<file path="config.mk">
export PLATFORM = sky130hd
export DESIGN_NAME = lsc_ctrl
export DESIGN_NICKNAME = d
export VERILOG_FILES = /design/src/rtl/lsc_pkg.sv /design/src/rtl/lsc_ctrl.sv
export VERILOG_INCLUDE_DIRS = /design/src /design/src/rtl
export SDC_FILE = /design/constraint.sdc
export NUM_CORES = 1
export LEC_CHECK = 0
export BUFFER_PORTS_ARGS = -buffer_cell sky130_fd_sc_hd__buf_4
export CORE_AREA = 2 2 39 41
export CTS_BUF_LIST = sky130_fd_sc_hd__clkbuf_4 sky130_fd_sc_hd__clkbuf_8
export CTS_CLUSTER_DIAMETER = 30
export DETAILED_ROUTE_END_ITERATION = 6
export DIE_AREA = 0 0 41 43
export GPL_ROUTABILITY_DRIVEN = 0
export GPL_TIMING_DRIVEN = 0
export SLEW_MARGIN = 20
export SYNTH_ARGS = -nofsm -noshare
export SYNTH_HDL_FRONTEND = slang
export SYNTH_SLANG_ARGS = --single-unit
</file>
<file path="constraint.sdc">
create_clock -name clk -period 1.1 [get_ports clk]
set_clock_uncertainty 0.1 [all_clocks]
set_input_delay 0.165 -clock clk [delete_from_list [all_inputs] [get_ports clk]]
set_output_delay 0.165 -clock clk [all_outputs]
set_load 0.01 [all_outputs]
</file>
<file path="src/rtl/layered_sprite_compositor_defines.svh">
// Assertion macros shared by the layered sprite compositor modules.
// Depends on nothing; the including module provides clk and rst.
`ifndef LAYERED_SPRITE_COMPOSITOR_DEFINES_SVH
`define LAYERED_SPRITE_COMPOSITOR_DEFINES_SVH

// Same-cycle implication, checked outside reset.
`define LSC_ASSERT_NOW(label, ante, cons, msg) \
  label: assert property (@(posedge clk) disable iff (rst) (ante) |-> (cons)) \
    else $error(msg);

// Next-cycle implication, checked outside reset.
`define LSC_ASSERT_NEXT(label, ante, cons, msg) \
  label: assert property (@(posedge clk) disable iff (rst) (ante) |=> (cons)) \
    else $error(msg);

`endif

</file>
<file path="src/rtl/lsc_pkg.sv">
// Package for the layered sprite compositor: board geometry, cell entry layout,
// controller states and the command and status structs. Depends on nothing.
package lsc_pkg;

  localparam int BOARD_ROWS = 64;
  localparam int BOARD_COLS = 64;
  localparam int CELLS = BOARD_ROWS * BOARD_COLS;
  localparam int CELL_AW = (CELLS > 1) ? $clog2(CELLS) : 1;

  localparam logic [7:0] GLYPH_EMPTY = 8'd46;
  localparam logic [6:0] EXTENT_MAX = 7'd127;
  localparam logic CMD_DRAW = 1'b0;

  typedef struct packed {
    logic        used;
    logic [7:0]  glyph;
    logic [15:0] layer;
    logic [63:0] name;
  } cell_entry_t;

  localparam int ENTRY_W = $bits(cell_entry_t);

  typedef enum logic [1:0] {
    ST_CLEAR,
    ST_IDLE,
    ST_REQ,
    ST_RESP
  } ctrl_state_t;

  typedef struct packed {
    logic clear_we;
    logic latch;
    logic rd_en;
    logic resolve;
  } ctrl_cmd_t;

  typedef struct packed {
    logic clear_last;
  } ctrl_status_t;

  function automatic logic [6:0] widen(input logic [6:0] cur, input logic [6:0] pos);
    logic [7:0] need;
    logic [6:0] sat;
    need = {1'b0, pos} + 8'd1;
    sat = (need > {1'b0, EXTENT_MAX}) ? EXTENT_MAX : need[6:0];
    return (sat > cur) ? sat : cur;
  endfunction

endpackage

</file>
<file path="src/rtl/lsc_ctrl.sv">
// Controller state machine of the layered sprite compositor.
// Depends on lsc_pkg and the assertion macro header.
`include "layered_sprite_compositor_defines.svh"

module lsc_ctrl (
  input  logic                 clk,
  input  logic                 rst,
  input  logic                 start,
  input  lsc_pkg::ctrl_status_t status,
  output lsc_pkg::ctrl_cmd_t   cmd,
  output logic                 busy
);

  lsc_pkg::ctrl_state_t state;
  lsc_pkg::ctrl_state_t state_next;

  always_ff @(posedge clk) begin
    if (rst) begin
      state <= lsc_pkg::ST_CLEAR;
    end else begin
      state <= state_next;
    end
  end

  always_comb begin
    state_next = state;
    cmd = '0;
    busy = 1'b1;
    unique case (state)
      lsc_pkg::ST_CLEAR: begin
        cmd.clear_we = 1'b1;
        if (status.clear_last) begin
          state_next = lsc_pkg::ST_IDLE;
        end
      end
      lsc_pkg::ST_IDLE: begin
        busy = 1'b0;
        if (start) begin
          cmd.latch = 1'b1;
          state_next = lsc_pkg::ST_REQ;
        end
      end
      lsc_pkg::ST_REQ: begin
        cmd.rd_en = 1'b1;
        state_next = lsc_pkg::ST_RESP;
      end
      lsc_pkg::ST_RESP: begin
        cmd.resolve = 1'b1;
        state_next = lsc_pkg::ST_IDLE;
      end
      default: begin
        state_next = lsc_pkg::ST_CLEAR;
      end
    endcase
  end

  `LSC_ASSERT_NEXT(a_accept_reads, start && !busy, state == lsc_pkg::ST_REQ, "item not read")
  `LSC_ASSERT_NEXT(a_req_resp, state == lsc_pkg::ST_REQ, state == lsc_pkg::ST_RESP, "read lost")
  `LSC_ASSERT_NOW(a_one_cmd, cmd.clear_we, !cmd.resolve && !cmd.latch, "clear overlaps item")

endmodule

</file>
==> parameters.txt <==
Parameter                              Value

Status
  Result of the run    complete, but fails checks
  Failing checks    setup timing

Critical path
  Worst EP arrival    1000 ps
  Worst setup path endpoint    cmd[2]
  Kind of launch point of the worst setup path    flip-flop
  Critical path cell sequence    inv_4 > ha_4 > inv_2 > nor2_1 > buf_4
  Reg-to-Reg End    state[0]$_SDFFE_PP0P_
  Top cell family by delay on the critical path    flip-flops
  Critical Path Fanout Max    3
  Worst setup path start    state[1]$_SDFFE_PP0P_
  Endpoint class of the critical path    output port
  Type of the worst setup path    flip-flop to output port
  Minimum setup slack among reg-to-reg paths    -160 ps
  Cell depth of the worst flop-to-flop path    6
  Library cell contributing the largest single delay on the critical path    sky130_fd_sc_hd__dfxtp_2
  Instance count on the critical path    5
  Reg-to-reg critical path startpoint    state[1]$_SDFFE_PP0P_
  Required arrival time at the worst endpoint    830 ps
  Peak per-stage delay on the critical path    320 ps
  Bufs and invs on worst path    3

Detailed routing
  Via count    168
  Via-per-instance ratio    3.43
  Count of antenna-violating nets left after detailed routing    0
  Routed length per instance    7.57 um
  Amount of wire on met2 after detailed routing    173 um
  Pre-Repair DR Iteration Count    2
  Metal1 wirelength    155 um
  Highest layer used for signal routing    met3
  Total wire length    371 um
  Met3 wirelength from detailed routing    42 um
  Drt drc    0
  Detailed router's first-iteration violation count    2

Synth
  Number of distinct standard cells referenced by the synthesized netlist    10
  Mapped Avg Cell Area    8.76 um2
  Sequential-to-total area share from yosys stat    24.1%
  Post-synthesis cell area    166 um2
  Post-synthesis register bit count    2
  Number of synthesis warnings    0
  Syn nets    27
  Number of instances in the synthesized netlist    19

Finish
  Fraction of final layout cells with drive strength greater than 1    69.7%
  Commonest cells after routing, fill and taps aside    sky130_fd_sc_hd__buf_4, sky130_fd_sc_hd__clkbuf_4
  Most common cell after layout, fill and taps aside    sky130_fd_sc_hd__buf_4
  Area added between synthesis and finish    112%
  Antenna Diode Count    0
  Finished Core Util    25.5%
  Nets    43
  Reg with most FFs    state
  Area of all placed cells without fillers    353 um2
  Final-layout fill cell count    152
  Flip-flop count of the largest register, all copies and words added    2
  Largest registers in the final layout    state (2)
  Number of standard cells in the final layout excluding fillers    49

STA
  Unrepaired setup endpoints after global routing    true
  Maximum clock rate    0.793 GHz
  Total of endpoints with negative setup slack in the final report    7
  Final critical-path required period    1260 ps
  Endpoints failing hold    0
  Final setup margin    -160 ps
  Ratio of final minimum period to clock period    115%
  Worst slew margin    90.2%
  Number of max-slew violations in the final report    0
  Worst Max-Slew Pin Slew    145 ps

Min path
  Worst Hold Launch    status
  Kind of path behind the tightest hold check    input pin to flip-flop

Floorplan
  Full die area    0.00176 mm2
  # IOs    9
  Area of the placeable core    0.00138 mm2
  Initial core utilization    12.0%
  Std cell rows    14
  Chip height    43 um
  Overall die width    41 um

Place
  # placed instances    43
  Buffers on Ports    8
  Worst setup slack after placement    -81.1 ps
  Area post-placement    265 um2
  Post-DP HPWL    273 um

Power
  Static leakage    0.163 nW
  Cell-internal power    0.000446 W
  Total Power    0.000661 W
  Clock power share    24.6%
  Power share of the sequential group    19.2%
  Maximum VDD drop    0.468 mV
  Power density over the cells    1870 mW/mm2
  Power dissipated by switching net loads    0.000215 W
  Combinational share of power    56.2%
  Switching share of power    32.5%

Clock network
  Total number of H-tree levels    1
  Clock latency reported for the late side of the worst-skew pair    220 ps
  Clock sink count    2
  Clock buffers created by TritonCTS    3
  CTS max path bufs    2
  Root buffer cell    sky130_fd_sc_hd__clkbuf_4
  CTS tree    built
  Clock slew seen by the registers of the worst setup and hold paths    30 ps

Global routing
  Wire length of the first global-routing pass    634 um
  Number of antenna violations at the first check in global routing    0
  Gr ovfl total    0
  Pin count of the biggest net entering global routing    5
  Via count of the first global-routing pass    169
  Global router's overall resource usage    6.31%

Job
  Maximum Capacitance Violations    0
==> Yosys cell counts (all sizes together) <==
cell / count / share of area [%]
a21oi: 2 / 6.0
ha: 4 / 30
nor2b: 1 / 8.3
inv: 4 / 9.0
nor2: 1 / 2.3
or2: 1 / 3.8
o21ai: 1 / 3.0
nand2b: 2 / 7.5
mux2i: 1 / 6.0
dfxtp: 2 / 24
==> worst min-delay path by stage <==
stage / endpoint / slack [ps] / depth (start not counted)
after floorplan: state[0]$_SDFFE_PP0P_ / 130 / 1
after CTS: state[1]$_SDFFE_PP0P_ / 200 / 4
after global placement: state[0]$_SDFFE_PP0P_ / 230 / 2
after detailed placement: state[0]$_SDFFE_PP0P_ / 240 / 2
final: state[1]$_SDFFE_PP0P_ / 200 / 4
after global routing: state[1]$_SDFFE_PP0P_ / 210 / 4
==> routing by layer <==
metal | vias to the layer above | global-route usage (%)
met3 | 0 | 7.85
li1 | 87 | -
met5 | - | 0
met1 | 74 | 5.75
met2 | 7 | 7.50
met4 | 0 | 4.00
==> power groups by stage <==
stage          registers (W)  clock network [W]  logic (W)
6_report            0.000127           0.000163   0.000371
5_1_grt             0.000130           0.000185   0.000416
3_3_place_gp        0.000123                  0   0.000259
2_1_floorplan       0.000117                  0   0.000178
4_1_cts             0.000122           0.000174   0.000378
3_5_place_dp        0.000124                  0   0.000263
==> stage by stage <==
stage / setup TNS, ps / hold WS [ps]
floorplan: -43.5 / 127
global placement: -184 / 232
detailed placement: -196 / 237
CTS: -1110 / 200
global route: -1360 / 214
finish: -996 / 201
==> cell families after synthesis <==
family	count (synthesis)	synth area share (%)
buffers and inverters	4	9.02
AO/OA/AOI/OAI	3	9.02
AND/OR/NAND/NOR	5	21.8
multiplexers	1	6.02
flip-flops	2	24.1
adder cells (fa/ha/maj)	4	30.1
==> layout make-up <==
class,instances,area (um2),area share (%)
Multi-Input combinational cell,13,143,40.4
Sequential cell,2,45.0,12.8
Tap cell,16,20.0,5.67
Timing Repair Buffer,11,105,29.8
Clock buffer,3,22.5,6.38
Inverter,4,17.5,4.96
==> tightest hold or removal path: cells and delay by family <==
kind / cells / cell delay (ps)
AO/OA/AOI/OAI: 1 / 110
buffers and inverters: 1 / 90
multiplexers: 1 / 80
AND/OR/NAND/NOR: 1 / 40
==> timing repair <==
action	4_1_cts	5_1_grt
setup buffers	2	0
hold buffers	1	0
setup endpoints to repair	7	7
gates resized for setup	7	1
pin swaps	3	1
hold endpoints to repair	1	0
Note: power is estimated with default switching activity, not from simulation.
